`src/utt_pkg.sv`:
```
// Package for the UTF-16 to UTF-8 transcoder.
// Holds the status codes, the command record passed from front to back, and the byte encoder.
// No dependencies.
`default_nettype none

package utt_pkg;

  localparam int UTT_QUEUE_DEPTH = 4;

  localparam logic [15:0] OUT_LIMIT_RESET = 16'hFFFF;
  localparam logic [15:0] ONE_BYTE_LIMIT  = 16'h0080;
  localparam logic [15:0] TWO_BYTE_LIMIT  = 16'h0800;
  localparam logic [20:0] SUPP_BASE       = 21'h10000;
  localparam logic [5:0]  HIGH_SURR_TAG   = 6'b110110;
  localparam logic [5:0]  LOW_SURR_TAG    = 6'b110111;

  // UTF-8 form of U+FFFD.
  localparam logic [7:0] REPL_B0 = 8'hEF;
  localparam logic [7:0] REPL_B1 = 8'hBF;
  localparam logic [7:0] REPL_B2 = 8'hBD;
  localparam logic [2:0] REPL_LEN = 3'd3;

  typedef enum logic [1:0] {
    ST_COMPLETE = 2'd0,
    ST_NUL      = 2'd1,
    ST_ROOM     = 2'd2,
    ST_DANGLING = 2'd3
  } status_t;

  // Everything the back end needs to play out one transaction's bytes.
  typedef struct packed {
    logic [5:0][7:0] bytes;
    logic [2:0]      nbytes;
    logic            close;
    status_t         status;
    logic [15:0]     total;
  } utt_cmd_t;

  // Encodes a code point of the given UTF-8 length; byte 0 goes out first.
  function automatic logic [3:0][7:0] utt_encode(input logic [20:0] cp, input logic [2:0] len);
    logic [3:0][7:0] b;
    b = '0;
    case (len)
      3'd1: begin
        b[0] = cp[7:0];
      end
      3'd2: begin
        b[0] = {3'b110, cp[10:6]};
        b[1] = {2'b10, cp[5:0]};
      end
      3'd3: begin
        b[0] = {4'b1110, cp[15:12]};
        b[1] = {2'b10, cp[11:6]};
        b[2] = {2'b10, cp[5:0]};
      end
      3'd4: begin
        b[0] = {5'b11110, cp[20:18]};
        b[1] = {2'b10, cp[17:12]};
        b[2] = {2'b10, cp[11:6]};
        b[3] = {2'b10, cp[5:0]};
      end
      default: begin
        b = '0;
      end
    endcase
    return b;
  endfunction

endpackage

`default_nettype wire

```
`src/utt_if.sv`:
```
// Stream interfaces of the transcoder: code units in, UTF-8 bytes out.
// Plain valid/ready handshake; no dependencies.
`default_nettype none

interface utt_in_if;
  logic        valid;
  logic        ready;
  logic [15:0] code_unit;
  logic        last_unit;

  modport source (output valid, code_unit, last_unit, input ready);
  modport sink (input valid, code_unit, last_unit, output ready);
endinterface

interface utt_out_if;
  logic        valid;
  logic        ready;
  logic [7:0]  out_byte;
  logic        byte_valid;
  logic        run_last;
  logic        string_end;
  logic [1:0]  status;
  logic [15:0] bytes_written;

  modport source (output valid, out_byte, byte_valid, run_last, string_end, status,
                  bytes_written, input ready);
  modport sink (input valid, out_byte, byte_valid, run_last, string_end, status,
                bytes_written, output ready);
endinterface

`default_nettype wire

```
`src/utt_front.sv`:
```
// Front end: accepts code units, pairs surrogates, checks room and builds byte commands.
// Depends on utt_pkg and utt_in_if.
`default_nettype none

module utt_front
  import utt_pkg::*;
(
  input  wire logic     clk,
  input  wire logic     rst,
  utt_in_if.sink        in_chan,
  input  wire logic [15:0] out_limit,
  input  wire logic     q_full,
  output logic          push,
  output utt_cmd_t      cmd
);

  logic        pending_valid;
  logic [9:0]  pending_high;
  logic [15:0] byte_count;
  logic        stopped;

  logic            accept;
  logic            is_hi, is_lo;
  logic [15:0]     cp_s;
  logic [2:0]      len_s;
  logic [15:0]     bc_s;
  logic            fit_s, fit_pair, fit_pre;
  logic [20:0]     cp_pair;
  logic [3:0][7:0] enc_s, enc_pair;
  logic [2:0]      nb;
  logic            room, nul, single, prefix;
  logic            pend_next;
  logic [9:0]      high_next;
  logic [5:0][7:0] bytes;
  logic [15:0]     bc_new;
  logic            close;
  status_t         reason;

  assign in_chan.ready = !q_full;
  assign accept = in_chan.valid && in_chan.ready;

  assign is_hi = in_chan.code_unit[15:10] == HIGH_SURR_TAG;
  assign is_lo = in_chan.code_unit[15:10] == LOW_SURR_TAG;
  assign cp_s  = is_lo ? 16'hFFFD : in_chan.code_unit;
  assign len_s = (cp_s < ONE_BYTE_LIMIT) ? 3'd1 : (cp_s < TWO_BYTE_LIMIT) ? 3'd2 : 3'd3;
  assign cp_pair = SUPP_BASE + {1'b0, pending_high, in_chan.code_unit[9:0]};

  // With a broken pair the unit itself is checked after the replacement's three bytes.
  assign bc_s     = pending_valid ? byte_count + 16'(REPL_LEN) : byte_count;
  assign fit_pair = ({1'b0, byte_count} + 17'd4) <= {1'b0, out_limit};
  assign fit_pre  = ({1'b0, byte_count} + 17'(REPL_LEN)) <= {1'b0, out_limit};
  assign fit_s    = ({1'b0, bc_s} + {14'b0, len_s}) <= {1'b0, out_limit};

  assign enc_s    = utt_encode({5'b0, cp_s}, len_s);
  assign enc_pair = utt_encode(cp_pair, 3'd4);

  always_comb begin
    nb        = 3'd0;
    room      = 1'b0;
    nul       = 1'b0;
    single    = 1'b0;
    prefix    = 1'b0;
    pend_next = 1'b0;
    high_next = pending_high;
    bytes     = '0;
    if (pending_valid && is_lo) begin
      if (fit_pair) begin
        nb         = 3'd4;
        bytes[3:0] = enc_pair;
      end else begin
        room = 1'b1;
      end
    end else if (pending_valid && !fit_pre) begin
      room = 1'b1;
    end else begin
      single = 1'b1;
      prefix = pending_valid;
    end

    if (single) begin
      if (prefix) begin
        bytes[0]   = REPL_B0;
        bytes[1]   = REPL_B1;
        bytes[2]   = REPL_B2;
        bytes[5:3] = enc_s[2:0];
        nb         = REPL_LEN;
      end else begin
        bytes[3:0] = enc_s;
      end
      if (is_hi) begin
        pend_next = 1'b1;
        high_next = in_chan.code_unit[9:0];
      end else if (!fit_s) begin
        room = 1'b1;
      end else begin
        nb  = nb + len_s;
        nul = in_chan.code_unit == 16'h0000;
      end
    end
  end

  assign bc_new = byte_count + {13'b0, nb};

  always_comb begin
    close  = 1'b1;
    reason = ST_COMPLETE;
    if (room) begin
      reason = ST_ROOM;
    end else if (nul) begin
      reason = ST_NUL;
    end else if (in_chan.last_unit) begin
      reason = pend_next ? ST_DANGLING : ST_COMPLETE;
    end else begin
      close = 1'b0;
    end
  end

  assign push = accept && !stopped && (nb != 3'd0 || close);

  always_comb begin
    cmd.bytes  = bytes;
    cmd.nbytes = nb;
    cmd.close  = close;
    cmd.status = reason;
    cmd.total  = bc_new;
  end

  always_ff @(posedge clk) begin
    if (rst) begin
      pending_valid <= 1'b0;
      pending_high  <= '0;
      byte_count    <= '0;
      stopped       <= 1'b0;
    end else if (accept) begin
      if (stopped || (close && in_chan.last_unit)) begin
        // A string whose end was already reported swallows units up to its last one.
        if (in_chan.last_unit) begin
          pending_valid <= 1'b0;
          pending_high  <= '0;
          byte_count    <= '0;
          stopped       <= 1'b0;
        end
      end else if (close) begin
        pending_valid <= 1'b0;
        pending_high  <= '0;
        byte_count    <= bc_new;
        stopped       <= 1'b1;
      end else begin
        pending_valid <= pend_next;
        pending_high  <= high_next;
        byte_count    <= bc_new;
      end
    end
  end

endmodule

`default_nettype wire

```
`src/utt_queue.sv`:
```
// Small command queue between the front and back ends of the transcoder.
// Depends on utt_pkg for the command record.
`default_nettype none

module utt_queue
  import utt_pkg::*;
#(
  parameter int DEPTH = UTT_QUEUE_DEPTH
) (
  input  wire logic     clk,
  input  wire logic     rst,
  input  wire logic     push,
  input  wire utt_cmd_t push_data,
  input  wire logic     pop,
  output logic          full,
  output logic          nonempty,
  output utt_cmd_t      head
);

  localparam int PTR_W = (DEPTH > 1) ? $clog2(DEPTH) : 1;
  localparam int CNT_W = $clog2(DEPTH + 1);
  localparam logic [PTR_W-1:0] PTR_LAST = PTR_W'(DEPTH - 1);
  localparam logic [CNT_W-1:0] CNT_FULL = CNT_W'(DEPTH);

  utt_cmd_t         slots [DEPTH];
  logic [PTR_W-1:0] wptr, rptr;
  logic [CNT_W-1:0] count;
  logic             do_push, do_pop;

  assign full     = count == CNT_FULL;
  assign nonempty = count != '0;
  assign head     = slots[rptr];
  assign do_push  = push && !full;
  assign do_pop   = pop && nonempty;

  always_ff @(posedge clk) begin
    if (do_push) begin
      slots[wptr] <= push_data;
    end
  end

  always_ff @(posedge clk) begin
    if (rst) begin
      wptr  <= '0;
      rptr  <= '0;
      count <= '0;
    end else begin
      if (do_push) begin
        wptr <= (wptr == PTR_LAST) ? '0 : wptr + 1'b1;
      end
      if (do_pop) begin
        rptr <= (rptr == PTR_LAST) ? '0 : rptr + 1'b1;
      end
      if (do_push && !do_pop) begin
        count <= count + 1'b1;
      end else if (do_pop && !do_push) begin
        count <= count - 1'b1;
      end
    end
  end

endmodule

`default_nettype wire

```
`src/utt_back.sv`:
```
// Back end: plays out one command as a run of result transactions, one byte per cycle while out_chan.ready is high.
// Depends on utt_pkg and utt_out_if.
`default_nettype none

module utt_back
  import utt_pkg::*;
(
  input  wire logic     clk,
  input  wire logic     rst,
  input  wire logic     q_nonempty,
  input  wire utt_cmd_t q_head,
  output logic          pop,
  utt_out_if.source     out_chan
);

  logic     busy;
  utt_cmd_t cur;
  logic [2:0] idx;
  logic     last_row, fire, load;

  // A command with no bytes still gives one row that carries the string end.
  assign last_row = (cur.nbytes == 3'd0) || (idx == cur.nbytes - 3'd1);
  assign fire     = out_chan.valid && out_chan.ready;
  assign load     = !busy || (fire && last_row);
  assign pop      = load && q_nonempty;

  assign out_chan.valid         = busy;
  assign out_chan.byte_valid    = cur.nbytes != 3'd0;
  assign out_chan.out_byte      = (cur.nbytes != 3'd0) ? cur.bytes[idx] : 8'h00;
  assign out_chan.run_last      = last_row;
  assign out_chan.string_end    = last_row && cur.close;
  assign out_chan.status        = (last_row && cur.close) ? cur.status : ST_COMPLETE;
  assign out_chan.bytes_written = (last_row && cur.close) ? cur.total : 16'h0000;

  always_ff @(posedge clk) begin
    if (rst) begin
      busy <= 1'b0;
      idx  <= '0;
    end else if (load) begin
      busy <= q_nonempty;
      idx  <= '0;
    end else if (fire) begin
      idx <= idx + 3'd1;
    end
  end

  always_ff @(posedge clk) begin
    if (pop) begin
      cur <= q_head;
    end
  end

endmodule

`default_nettype wire

```
`src/utf16_to_utf8_transcoder_unit.sv`:
```
// Top level of the UTF-16 to UTF-8 transcoder: register port, front end, queue, back end.
// Depends on utt_pkg, utt_if, utt_front, utt_queue and utt_back.
//
//   Channel   Direction  Carries
//   in_chan   in         code_unit, last_unit
//   out_chan  out        out_byte, byte_valid, run_last, string_end, status, bytes_written
//   APB       in/out     out_limit at byte address 0
//
// The front end takes one code unit per cycle while the command queue has room.
// The back end sends one row per cycle while out_chan.ready is high; a unit gives one row per
// byte it produces (one to six; one closing row without bytes, none for a pending high half).
// A stalled output fills the queue of QUEUE_DEPTH commands before in_chan.ready drops.
// Reset is synchronous; it empties the queue and clears the string state.
`default_nettype none

module utf16_to_utf8_transcoder_unit
  import utt_pkg::*;
#(
  parameter int QUEUE_DEPTH = UTT_QUEUE_DEPTH
) (
  input  wire logic        clk,
  input  wire logic        rst,
  utt_in_if.sink           in_chan,
  utt_out_if.source        out_chan,
  input  wire logic        psel,
  input  wire logic        penable,
  input  wire logic        pwrite,
  input  wire logic [2:0]  paddr,
  input  wire logic [31:0] pwdata,
  output logic [31:0]      prdata,
  output logic             pready
);

  logic [15:0] out_limit;
  logic        q_full, q_nonempty, push, pop;
  utt_cmd_t    push_cmd, head_cmd;

  assign pready = 1'b1;
  assign prdata = paddr[2] ? 32'h0 : {16'h0, out_limit};

  always_ff @(posedge clk) begin
    if (rst) begin
      out_limit <= OUT_LIMIT_RESET;
    end else if (psel && penable && pwrite && pready && !paddr[2]) begin
      out_limit <= pwdata[15:0];
    end
  end

  utt_front u_front (
    .clk       (clk),
    .rst       (rst),
    .in_chan   (in_chan),
    .out_limit (out_limit),
    .q_full    (q_full),
    .push      (push),
    .cmd       (push_cmd)
  );

  utt_queue #(
    .DEPTH (QUEUE_DEPTH)
  ) u_queue (
    .clk       (clk),
    .rst       (rst),
    .push      (push),
    .push_data (push_cmd),
    .pop       (pop),
    .full      (q_full),
    .nonempty  (q_nonempty),
    .head      (head_cmd)
  );

  utt_back u_back (
    .clk        (clk),
    .rst        (rst),
    .q_nonempty (q_nonempty),
    .q_head     (head_cmd),
    .pop        (pop),
    .out_chan   (out_chan)
  );

  // A row without a byte exists only to close a string.
  a_empty_row_closes: assert property (@(posedge clk) disable iff (rst)
    out_chan.valid && !out_chan.byte_valid |-> out_chan.string_end && out_chan.run_last)
    else $error("row without byte does not close the string");

  // The string end always falls on the last row of its transaction run.
  a_end_is_last: assert property (@(posedge clk) disable iff (rst)
    out_chan.valid && out_chan.string_end |-> out_chan.run_last)
    else $error("string end before the last row of the run");

  // A nonzero status is only reported together with the string end.
  a_status_at_end: assert property (@(posedge clk) disable iff (rst)
    out_chan.valid && out_chan.status != ST_COMPLETE |-> out_chan.string_end)
    else $error("status reported away from the string end");

  // The front end never pushes into a full queue because it is stalled then.
  a_no_push_when_full: assert property (@(posedge clk) disable iff (rst)
    q_full |-> !push)
    else $error("command pushed into a full queue");

endmodule

`default_nettype wire
```
`src/flat_wrapper.sv`:
```
// flat-port wrapper written by rule: the top's interface ports become plain ports
module utf16_to_utf8_transcoder_unit_flat import utt_pkg::*;
#(
  parameter int QUEUE_DEPTH = UTT_QUEUE_DEPTH
)
  (clk, rst, psel, penable, pwrite, paddr, pwdata, prdata, pready, in_chan_valid, in_chan_code_unit, in_chan_last_unit, in_chan_ready, out_chan_valid, out_chan_out_byte, out_chan_byte_valid, out_chan_run_last, out_chan_string_end, out_chan_status, out_chan_bytes_written, out_chan_ready);
  utt_in_if in_chan_i ();
  utt_out_if out_chan_i ();
  input  wire logic clk;
  input  wire logic rst;
  input  wire logic psel;
  input  wire logic penable;
  input  wire logic pwrite;
  input  wire logic [2:0] paddr;
  input  wire logic [31:0] pwdata;
  output logic [31:0] prdata;
  output logic pready;
  input wire logic [$bits(in_chan_i.valid)-1:0] in_chan_valid;
  input wire logic [$bits(in_chan_i.code_unit)-1:0] in_chan_code_unit;
  input wire logic [$bits(in_chan_i.last_unit)-1:0] in_chan_last_unit;
  output wire logic [$bits(in_chan_i.ready)-1:0] in_chan_ready;
  output wire logic [$bits(out_chan_i.valid)-1:0] out_chan_valid;
  output wire logic [$bits(out_chan_i.out_byte)-1:0] out_chan_out_byte;
  output wire logic [$bits(out_chan_i.byte_valid)-1:0] out_chan_byte_valid;
  output wire logic [$bits(out_chan_i.run_last)-1:0] out_chan_run_last;
  output wire logic [$bits(out_chan_i.string_end)-1:0] out_chan_string_end;
  output wire logic [$bits(out_chan_i.status)-1:0] out_chan_status;
  output wire logic [$bits(out_chan_i.bytes_written)-1:0] out_chan_bytes_written;
  input wire logic [$bits(out_chan_i.ready)-1:0] out_chan_ready;
  assign in_chan_i.valid = in_chan_valid;
  assign in_chan_i.code_unit = in_chan_code_unit;
  assign in_chan_i.last_unit = in_chan_last_unit;
  assign in_chan_ready = in_chan_i.ready;
  assign out_chan_valid = out_chan_i.valid;
  assign out_chan_out_byte = out_chan_i.out_byte;
  assign out_chan_byte_valid = out_chan_i.byte_valid;
  assign out_chan_run_last = out_chan_i.run_last;
  assign out_chan_string_end = out_chan_i.string_end;
  assign out_chan_status = out_chan_i.status;
  assign out_chan_bytes_written = out_chan_i.bytes_written;
  assign out_chan_i.ready = out_chan_ready;
  utf16_to_utf8_transcoder_unit #(.QUEUE_DEPTH(QUEUE_DEPTH)) u_core (.clk(clk), .rst(rst), .in_chan(in_chan_i), .out_chan(out_chan_i), .psel(psel), .penable(penable), .pwrite(pwrite), .paddr(paddr), .pwdata(pwdata), .prdata(prdata), .pready(pready));
endmodule
```
`config.mk`:
```
export PLATFORM = sky130hd
export DESIGN_NAME = utf16_to_utf8_transcoder_unit_flat
export DESIGN_NICKNAME = d
export VERILOG_FILES = /design/src/utt_pkg.sv /design/src/utt_if.sv /design/src/utt_front.sv /design/src/utt_queue.sv /design/src/utt_back.sv /design/src/utf16_to_utf8_transcoder_unit.sv /design/src/flat_wrapper.sv
export SDC_FILE = /design/constraint.sdc
export NUM_CORES = 1
export LEC_CHECK = 0
export ABC_AREA = 1
export BUFFER_PORTS_ARGS = -buffer_cell sky130_fd_sc_hd__buf_2
export CAP_MARGIN = 20
export CELL_PAD_IN_SITES_DETAIL_PLACEMENT = 0
export CELL_PAD_IN_SITES_GLOBAL_PLACEMENT = 1
export CORE_MARGIN = 3
export CORE_UTILIZATION = 52
export DETAILED_ROUTE_END_ITERATION = 10
export GPL_TIMING_DRIVEN = 0
export PLACE_DENSITY_LB_ADDON = 0.3
export SYNTH_ARGS = -nofsm -noshare
export SYNTH_HDL_FRONTEND = slang
export SYNTH_SLANG_ARGS = --single-unit
```
`constraint.sdc`:
```
create_clock -name clk -period 12 [get_ports clk]
set_clock_uncertainty 0.15 [all_clocks]
set_input_delay 1.2 -clock clk [delete_from_list [all_inputs] [get_ports clk]]
set_output_delay 1.2 -clock clk [all_outputs]
set_load 0.03 [all_outputs]
```
## After elaboration in Yosys (flattened, before gate mapping)

Memories as Yosys holds them, arrays and structs flattened. A register that Yosys moved wholly into a read port is not among the register bits.
Index checks and enable logic that the tools add are counted.

| cells by class | value |
|---|---|
| $add $sub $neg | 13 |
| $mul | 0 |
| divide/modulo/power cells | 0 |
| $lt $le $gt $ge | 6 |
| eq/ne operators | 11 |
| shift-type cells | 0 |
| multiplexer cells | 66 |
| bitwise logic cells | 0 |
| reduce and logical (&&, ||, !) cells | 41 |

Operators with widths:

| cell | number |
|---|---|
| two-way mux 16 bit | 7 |
| two-way mux 32 bit | 3 |
| <= comparator 17 x 16 -> 1 bit | 3 |
| two-way mux 10 bit | 5 |
| two-way mux 48 bit | 1 |
| case mux 8 bit (4 select lines) | 1 |
| two-way mux 3 bit | 9 |
| two-way mux 1 bit | 26 |
| binary-select mux 8 bit (select 3 bit) | 1 |
| two-way mux 8 bit | 3 |
| case mux 8 bit (3 select lines) | 1 |
| adder 17 x 20 -> 21 bit, first input constant | 1 |
| adder 16 x 2 -> 17 bit | 1 |
| adder 16 x 2 -> 17 bit, second input constant | 1 |
| adder 16 x 3 -> 17 bit, second input constant | 1 |
| logical AND 1 bit | 17 |
| adder 16 x 2 -> 16 bit, second input constant | 1 |
| adder 16 x 3 -> 16 bit | 1 |
| logical NOT 16 bit | 1 |
| less-than comparator 16 x 12 -> 1 bit, second input constant | 1 |
| less-than comparator 16 x 8 -> 1 bit, second input constant | 1 |
| two-way mux 2 bit | 8 |
| case mux 8 bit (2 select lines) | 1 |
| nonzero test 3 bit | 5 |
| 20 further kinds | 37 |

| storage, ports and cells | value |
|---|---|
| flip-flop bits (word level) | 55 |
| latch bits | 0 |
| RAM bits | 280 |
| ROM bits | 0 |
| input port bits | 59 |
| output and inout port bits | 64 |
| word-level logic and storage cells | 148 |
| memories | 1 |

Memory list:

| memory | words | width | rd ports | clocked after Yosys merged registers in | wr ports | line | source |
|---|---|---|---|---|---|---|---|
| u_core.u_queue.slots | 4 | 70 | 1 | 1 | 1 | utt_queue.sv:25 | `utt_cmd_t slots [DEPTH];` |

## Logic depth before layout (Yosys ltp)

Gate-level depths: netlist of the first run.

| depth | value |
|---|---|
| depth after elaboration | 20 |
| gate-level depth with buffers | 47 |
| depth with buffers taken out | 47 |

## Cells and area by module

Synthesis of the first run repeated with hierarchy kept, for this count alone.

| unflattened totals | value |
|---|---|
| cell total of the unflattened synthesis | 1,934 |
| area, all modules | 20,284.5 um2 |

Modules (own cells, without submodules):

| module | times used | cells each | area each (um2) | seq. area each (um2) |
|---|---|---|---|---|
| utt_queue | 1 | 746 | 11,448.5 | 8,588.2 |
| utt_front | 1 | 822 | 4,887.2 | 560.5 |
| utt_back | 1 | 239 | 3,062.9 | 2,182.1 |
| utf16_to_utf8_transcoder_unit | 1 | 127 | 885.8 | 320.3 |

## Least setup slack after synthesis of the first run

No wires, ideal clock.

| timing | value |
|---|---|
| kind | input to register |
| from | input in_chan_code_unit[12] |
| to | memory u_core.u_queue.slots[0][0] (netlist bit) (enable) |
| data arrival time | 7.940 ns |
| required time | 11.360 ns |
| setup slack | 3.420 ns |
| stages | 38 |
| buffers on the path | 0 |
| cell sequence | inv_1 > nor2_1 > inv_1 > nor3_2 > nor2_1 > nand4_1 > nor3_1 > nor2_1 > clkinv_1 > ha_1 > fa_1 > inv_1 > nor2_1 > nand3_1 > nor2_2 > nand2_1 > nor2_4 > nand2_1 > [2 not listed] > inv_1 > nor3_1 > nand2_1 > nand2_1 > nand2_1 > nand2_1 > nand2_1 > nand2_1 > nand2_1 > nand3_1 > nand2_1 > nand2_1 > nand2_1 > nand2_1 > nor2_1 > nand2_2 > nand2_2 > nor2_1 |

| on the way | value |
|---|---|
| longest elaborated chain between the ends | 17 |
| elaborated cells between the ends (all ways) | 35 |

Ends and longest elaborated chain:

| element | line | source |
|---|---|---|
| start, declared | flat_wrapper.sv:19 | `input wire logic [$bits(in_chan_i.code_unit)-1:0] in_chan_code_unit;` |
| equality test 6 bit | utt_front.sv:43 | `assign is_lo = in_chan.code_unit[15:10] == LOW_SURR_TAG;` |
| two-way mux 16 bit | utt_front.sv:44 | `assign cp_s = is_lo ? 16'hFFFD : in_chan.code_unit;` |
| less-than comparator 16 x 12 -> 1 bit | utt_front.sv:45 | `assign len_s = (cp_s < ONE_BYTE_LIMIT) ? 3'd1 : (cp_s < TWO_BYTE_LIMIT) ? 3'd2 : 3'd3;` |
| two-way mux 1 bit | utt_front.sv:45 |  |
| two-way mux 2 bit | utt_front.sv:45 |  |
| adder 16 x 2 -> 17 bit | utt_front.sv:52 | `assign fit_s = ({1'b0, bc_s} + {14'b0, len_s}) <= {1'b0, out_limit};` |
| <= comparator 17 x 16 -> 1 bit | utt_front.sv:52 |  |
| two-way mux 1 bit | utt_front.sv:93 | `end else if (!fit_s) begin` |
| two-way mux 1 bit | utt_front.sv:90 | `if (is_hi) begin` |
| two-way mux 1 bit | utt_front.sv:80 | `if (single) begin` |
| two-way mux 1 bit | utt_front.sv:109 | `end else if (nul) begin` |
| two-way mux 1 bit | utt_front.sv:107 | `if (room) begin` |
| logical OR 1 bit (*) | utt_front.sv:118 | `assign push = accept && !stopped && (nb != 3'd0 \|\| close);` |
| logical AND 1 bit (*) | utt_front.sv:118 |  |
| logical AND 1 bit (*) | utt_queue.sv:33 | `assign do_push = push && !full;` |
| two-way mux 1 bit (*) | utt_queue.sv:37 | `if (do_push) begin` |
| two-way mux 1 bit (not written as such) (*) | utt_queue.sv:38 | `slots[wptr] <= push_data;` |
| end, declared | utt_queue.sv:25 |  |

Every way passes the cells marked *; elsewhere a longest branch is shown, timed or not. The select of a mux whose other input is x is not followed.

==> results.ini, run 1 <==
[outcome]
outcome=completed

[placed_design]
placed_cells=2392
portBuffers=86
hpwl_mm=35.2
globalplace.congestion=0.900
placed_cell_area_um2=19800

[final_layout]
fin_util_pct=60.6
fill_cells=2879
finalNonFillerCells=2465
synthToLayoutAreaGrowth_pct=14.1
finalNetCount=2108
antenna_cells=0
drive_gt1_share_pct=12.1
finish.instance_area_um2=21000

[worst_setup_path]
worstPathArrival_ns=8.10
path_class=in -> reg
r2r_slack_ns=5.50
r2r-end=u_core.u_front.byte_count[10]
critPathLaunchType=primary input
ff2ff_path_depth=40
cp_top_family=simple AND/OR/NAND/NOR gates
cp_num_buf_inv=7
path_max_fanout=11
crit_path_end_kind=flip-flop
r2r-start=u_core.u_front.pending_valid
slowest_delay_ns=0.81
slowest_stage=nor3_1
worst_path_most_repeated_cell=nand2_1
required_ns=12.32

[synthesis]
synth_compound_area_share_pct=12.0
synth_warnings=0
ys.flop_type=edfxtp_1
syn_area_per_cell_um2=10.1
synth-simple-area-share_pct=15.3
ys_ff_latch=385
synthDistinctLibCells=51
synth_top_family_by_area=simple AND/OR/NAND/NOR gates
yosys-mux-area-fraction_pct=0
synth_fa_ha_area_share_pct=4.81
synth_area_um2=18400
yosysSeqAreaShare_pct=59.7
synthArstFlopShare_pct=0
synthesis.instances=1824
synth_xor_area_share_pct=2.00
synth_edf_count=330

[drt]
routed_wl_mm=47.8
first_pass_iters=6
vias=13700
ant_nets=0
drt_iter0_drc=1322
post_drt_wl_per_cell_um=19.4
drc=0
drt-vias-per-instance=5.56

[timing]
hold_viol=0
worst_pin_slew_ns=1.02
timing.final.crit_share_pct=64.9
final_max_slew_viol_count=0
max_slew_margin_pct=31.4
tns_ns=0
rsz0062_at_grt=false
fmax_mhz=128
finalSetupViolations=0
fin_crit_ns=7.78

[cts]
cts.sinks=385
cts_tree=built
insertion_delay_ns=0.56
post-cts-setup-buffers=0
holdBufCountCts=0
max-clock-path-buffers=3
clkTransAtPathRegs_ns=0.06
htreeDepth=2
cts-root-buf=clkbuf_16
cts_buffers=40
post_cts_resized=0

[floorplan]
die_x_um=194
core_area_um2=34700
dieArea_um2=37700
die_h_um=194
num_io_pins=123
fp-row-count=68
initial_core_util_pct=53.1

[worst_hold_path]
hold_end=u_core.u_front.pending_high[4]
whs_path_depth=2
min_from=u_core.u_front.pending_high[4]
hold_path_class=reg -> reg

[grt]
grt.total_usage_pct=24.9
grt_max_degree=32
grt_pass1_vias=12900
antenna_found_initial=1
grt_remaining_overflow=0
grt_pass1_wl_mm=73.7

[power]
ir_worst_vdd_uv=125
p_leak_nw=8.54
pwr_density_cell_nw_per_um2=198

[flow_run]
maxCapViolCount=0

## flip-flops by register name, indices dropped and copies added, names as in the netlist
register                      cells
u_core.out_limit                 16
u_core.u_back.cur                66
u_core.u_back.idx                 3
u_core.u_back.out_chan.valid      1
u_core.u_front.byte_count        16
u_core.u_front.pending_high      10
u_core.u_front.pending_valid      1
u_core.u_front.stopped            1
u_core.u_queue.count              3
u_core.u_queue.rptr               2
u_core.u_queue.slots            264
u_core.u_queue.wptr               2
## area by class of cell
cell class                 instances  area, µm²  share of cell area, %
tap                              455        569                   2.71
clock buffer                      51       1040                   4.96
sequential                       385      11000                   52.4
clock inverter                    21        136                  0.649
buffer                           104        495                   2.36
inverter                         166        623                   2.96
timing repair buffer              99        743                   3.53
multi-input combinational       1184       6400                   30.5
## worst max path at each step
stage	start	endpoint	slack (ns)	cells after the start
after global routing	in_chan_code_unit[12]	u_core.u_front.byte_count[12]	3.56	45
final	in_chan_code_unit[12]	u_core.u_front.byte_count[10]	4.22	44
after detailed placement	in_chan_code_unit[12]	u_core.u_front.byte_count[10]	3.74	44
after global placement	in_chan_code_unit[12]	u_core.u_queue.slots[0][9]	-0.15	38
after CTS	in_chan_code_unit[12]	u_core.u_front.byte_count[10]	4.30	44
after floorplan	in_chan_code_unit[12]	u_core.u_queue.slots[0][0]	3.42	38
## kinds of logic (layout without fill, tap and decap cells)
kind of cell | after synthesis | in the layout
other | 2 | 17
AND/OR/NAND/NOR | 668 | 668
XOR/XNOR | 42 | 42
flip-flops | 385 | 385
AO/OA/AOI/OAI | 388 | 388
buffers and inverters | 270 | 441
adder cells (fa/ha/maj) | 69 | 69
## power by group
group | internal, mW | switching (mW) | leakage (nW)
sequential | 1.76 | 0.0745 | 3.60
combinational | 0.334 | 0.864 | 4.37
clock | 0.621 | 0.502 | 0.579
total | 2.72 | 1.44 | 8.54
## cell usage in the layout, fill, tap and decap left out, types with 5 or more instances in the layout
cell type and count:
edfxtp_1 330, nor2_1 276, nand2_1 258, o21ai_0 172, inv_1 159, buf_2 96
clkbuf_1 78, a21oi_1 74, o22ai_1 74, ha_1 66, dfxtp_1 55, nand3_1 54
clkbuf_16 40, xor2_1 35, o211ai_1 25, buf_4 20, conb_1 17, nand4_1 15
nand2_2 14, nor3_1 14, nor2_4 9, nor2_2 9, o21a_1 9, clkinv_1 8
clkinv_2 8, buf_16 8, xnor2_1 7, o32ai_1 7, inv_2 6, o21ai_1 6
a31oi_1 5
## per-stage QoR
step	setup slack [ns]	power, mW	hold slack (ns)
after floorplan	3.42	2.59	0.302
after global placement	-0.146	3.01	0.319
after detailed placement	3.74	3.05	0.325
after CTS	4.30	4.17	0.342
after global routing	3.56	4.36	0.369
final	4.22	4.16	0.334
## worst reg2reg max path: cells and delay by family (launching register included)
kind            cells  cell delay (ns)
buf+inv             7             1.14
flops               1             0.29
xor+xnor            1             0.43
fa+ha+maj           4             1.05
compound gates      4             0.49
simple gates       24             2.88
## metal layers
metal  global-route usage [%]  vias to the layer above  part of all wire [%]
met5                        0                        -                     0
met4                     6.20                        0                   1.7
met3                     5.14                       57                   8.5
met2                     38.4                      564                    45
met1                     36.6                     6469                    45
li1                         -                     6608                     -
## cell usage after synthesis (all sizes together), types with 2 or more instances
master	n	area share, %
a31oi	6	0.20
o21a	9	0.37
edfxtp	330	54
dfxtp	55	6.0
and2	3	0.10
buf	35	1.3
fa	3	0.33
o21ai	180	4.9
a21oi	76	2.1
o211ai	26	1.1
nor3	16	0.49
nand4	15	0.51
xnor2	7	0.33
xor2	35	1.7
nor2	295	6.4
inv	165	3.4
nor4	3	0.10
conb	2	0.041
clkbuf	69	1.4
o21bai	2	0.12
a211oi	2	0.081
or2	2	0.068
nand2	273	5.8
ha	66	4.5
o32ai	7	0.33
o221ai	4	0.19
o22ai	74	2.5
nand3	58	1.7
(Power assumes the default switching activity.)
==> inputs of run 2 (changes only) <==
CORE_UTILIZATION = 43   (was 52)
clock period = 7.05 ns   (was 12 ns; I/O delays follow)
==> results.ini, run 2 (synthesis gave the netlist of run 1 again) <==
[worst_setup_path]
worst_path_most_repeated_cell=nand2_1
crit_path_end_kind=flip-flop
path_class=in -> reg
ff2ff_path_depth=38  ; -5.0%
worstSetupStartpoint=in_chan_code_unit[12]
path_max_fanout=9  ; -2
crit_end=u_core.u_queue.slots[1][12]
r2r-end=u_core.u_queue.slots[1][12]
critPathLaunchType=primary input
r2r-start=u_core.u_front.pending_valid
worstPathArrival_ns=6.54  ; -1.56 ns
r2r_slack_ns=0.79  ; -4.71 ns
required_ns=7.19  ; -5.13 ns
slowest_delay_ns=0.41  ; -0.40 ns
slowest_stage=fa_1

[drt]
post_drt_wl_per_cell_um=19.4  ; about the same
routed_wl_mm=49.7  ; +3.9%
drt_iter0_drc=1152  ; -13%
drt-vias-per-instance=5.28  ; -5.0%
first_pass_iters=6  ; unchanged
ant_nets=0  ; unchanged
drc=0  ; unchanged
vias=13500  ; -1.3%

[floorplan]
fp-row-count=75  ; +10%
die_h_um=213  ; +9.7%
initial_core_util_pct=43.7  ; -9.4 points
core_area_um2=42100  ; +21%
die_x_um=213  ; +9.7%
dieArea_um2=45400  ; +20%
num_io_pins=123  ; unchanged

[grt]
grt_remaining_overflow=0  ; unchanged
grt_max_degree=31  ; -3.1%
antenna_found_initial=0  ; -1
grt.total_usage_pct=21.7  ; -3.2 points
grt_pass1_wl_mm=75.0  ; +1.7%
grt_pass1_vias=12700  ; -1.8%

[timing]
layout_setup_ws_ns=0.646  ; -3.57 ns
worst_pin_slew_ns=0.996  ; -0.0249 ns
final_max_slew_viol_count=0  ; unchanged
fin_crit_ns=6.40
timing.final.crit_share_pct=90.8
fmax_mhz=156
hold_viol=0  ; unchanged
max_slew_margin_pct=31.9  ; +0.47 points
finalSetupViolations=0  ; unchanged

[final_layout]
largest_reg_flops=264  ; unchanged
fill_cells=3786  ; +32%
multiInputGateArea_um2=6500  ; +1.5%
final_cell_mix=330 x edfxtp_1, 272 x nor2_1, 255 x nand2_1
fin_util_pct=50.7  ; -9.8 points
finalNetCount=2116  ; +0.38%
reg.largest.list=u_core.u_queue.slots: 264 flops, u_core.u_back.cur: 66 flops
final-seq-area_um2=11000  ; unchanged
synthToLayoutAreaGrowth_pct=16.0
regMostFlops=u_core.u_queue.slots
final_common_cell=edfxtp_1
antenna_cells=0  ; unchanged
finish.instance_area_um2=21400  ; +1.7%
drive_gt1_share_pct=13.7  ; +1.6 points
finalNonFillerCells=2560  ; +3.9%

[placed_design]
placed_cell_area_um2=19900  ; +0.30%
hpwl_mm=36.1  ; +2.4%
pre_cts_ws_ns=-0.727  ; -4.47 ns
globalplace.congestion=0.918  ; +2.0%
portBuffers=86  ; unchanged
placed_cells=2476  ; +3.5%

[cts]
cts.sinks=385  ; unchanged
holdBufCountCts=0  ; unchanged
htreeDepth=2  ; unchanged
clkTransAtPathRegs_ns=0.06  ; about the same
cts-root-buf=clkbuf_16
insertion_delay_ns=0.55  ; about the same
cts_tree=built
max-clock-path-buffers=3  ; unchanged
cts_buffers=41  ; +2.5%

[power]
swShare_pct=34.1  ; -0.50 points
p_leak_nw=8.62  ; +0.94%
p_int_mw=4.79  ; +76%
p_sw_mw=2.48  ; +73%
combPwrFrac_pct=28.0  ; -0.8 points
pwr_density_cell_nw_per_um2=340  ; +72%
ir_worst_vdd_uv=163  ; +30%
pwr-share-seq_pct=42.9  ; -1.3 points
p_clk_share_pct=29.1  ; +2.1 points

[worst_hold_path]
hold_path_class=in -> reg

[outcome]
outcome=completed

[flow_run]
maxCapViolCount=0  ; unchanged

run 2: changes by cell type in the layout (fill, tap and decap cells not counted), sizes merged:
cell and delta:
clkinv -2, clkinvlp +3, bufinv +3, clkbuf +1, inv -1, dlymetal6s2s -1, buf +7, nor2 +1
run 2: layout make-up:
class | instances | area share (%)
sequential | 385 | 51.5
multi-input combinational | 1185 | 30.4
clock buffer | 52 | 5.24
timing repair buffer | 105 | 3.45
tap | 539 | 3.16
inverter | 166 | 2.92
buffer | 104 | 2.32
clock inverter | 24 | 1.00
run 2: worst min path at each step:
| stage | slack (ns) | endpoint | cells past startpoint | start |
|---|---|---|---|---|
| after CTS | 0.21 | u_core.out_limit[15] | 3 | pwdata[15] |
| after global routing | 0.24 | u_core.out_limit[14] | 3 | pwdata[14] |
| final | 0.24 | u_core.out_limit[5] | 3 | pwdata[5] |
| after global placement | 0.32 | u_core.u_front.pending_high[1] | 2 | u_core.u_front.pending_high[1] |
| after floorplan | 0.30 | u_core.u_front.pending_high[0] | 2 | u_core.u_front.pending_high[0] |
| after detailed placement | 0.34 | u_core.u_front.pending_high[3] | 2 | u_core.u_front.pending_high[3] |
run 2: per-stage QoR:
step	total power [mW]	setup TNS (ns)	hold WS [ns]
final	7.28	0	0.239
after global routing	7.65	-0.00368	0.242
after CTS	7.33	0	0.213
after detailed placement	5.21	-120.60	0.335
after global placement	5.17	-1378.12	0.322
after floorplan	4.40	-273.23	0.302
run 2: worst max-delay path: cells and delay by family:
kind,cells,cell delay (ns)
fa+ha+maj,4,1.20
compound gates,2,0.25
buf+inv,10,1.03
simple gates,29,3.24
xor+xnor,1,0.09
run 2: what timing repair did:
action / CTS / global route
buffers inserted: 0 / 7
gates cloned: 0 / 1
endpoints found under the setup margin: 64 / 331
pin swaps: 0 / 3
gates resized for setup: 1 / 18
run 2: metal layers:
metal / vias to the layer above / part of all wire [%] / track usage [%] / routed length (µm)
li1: 6613 / - / - / -
met1: 6323 / 46 / 32.7 / 23100
met2: 494 / 44 / 33.1 / 21800
met3: 86 / 6.9 / 2.76 / 3450
met4: 0 / 2.7 / 6.15 / 1350
met5: - / 0 / 0 / 0
run 2: power by group through the flow:
stage / clock (mW) / sequential (mW) / combinational, mW
after detailed placement: 0 / 3.17 / 2.04
after floorplan: 0 / 3.17 / 1.24
after global placement: 0 / 3.25 / 1.92
after CTS: 2.16 / 3.12 / 2.05
final: 2.12 / 3.12 / 2.04
after global routing: 2.25 / 3.15 / 2.25
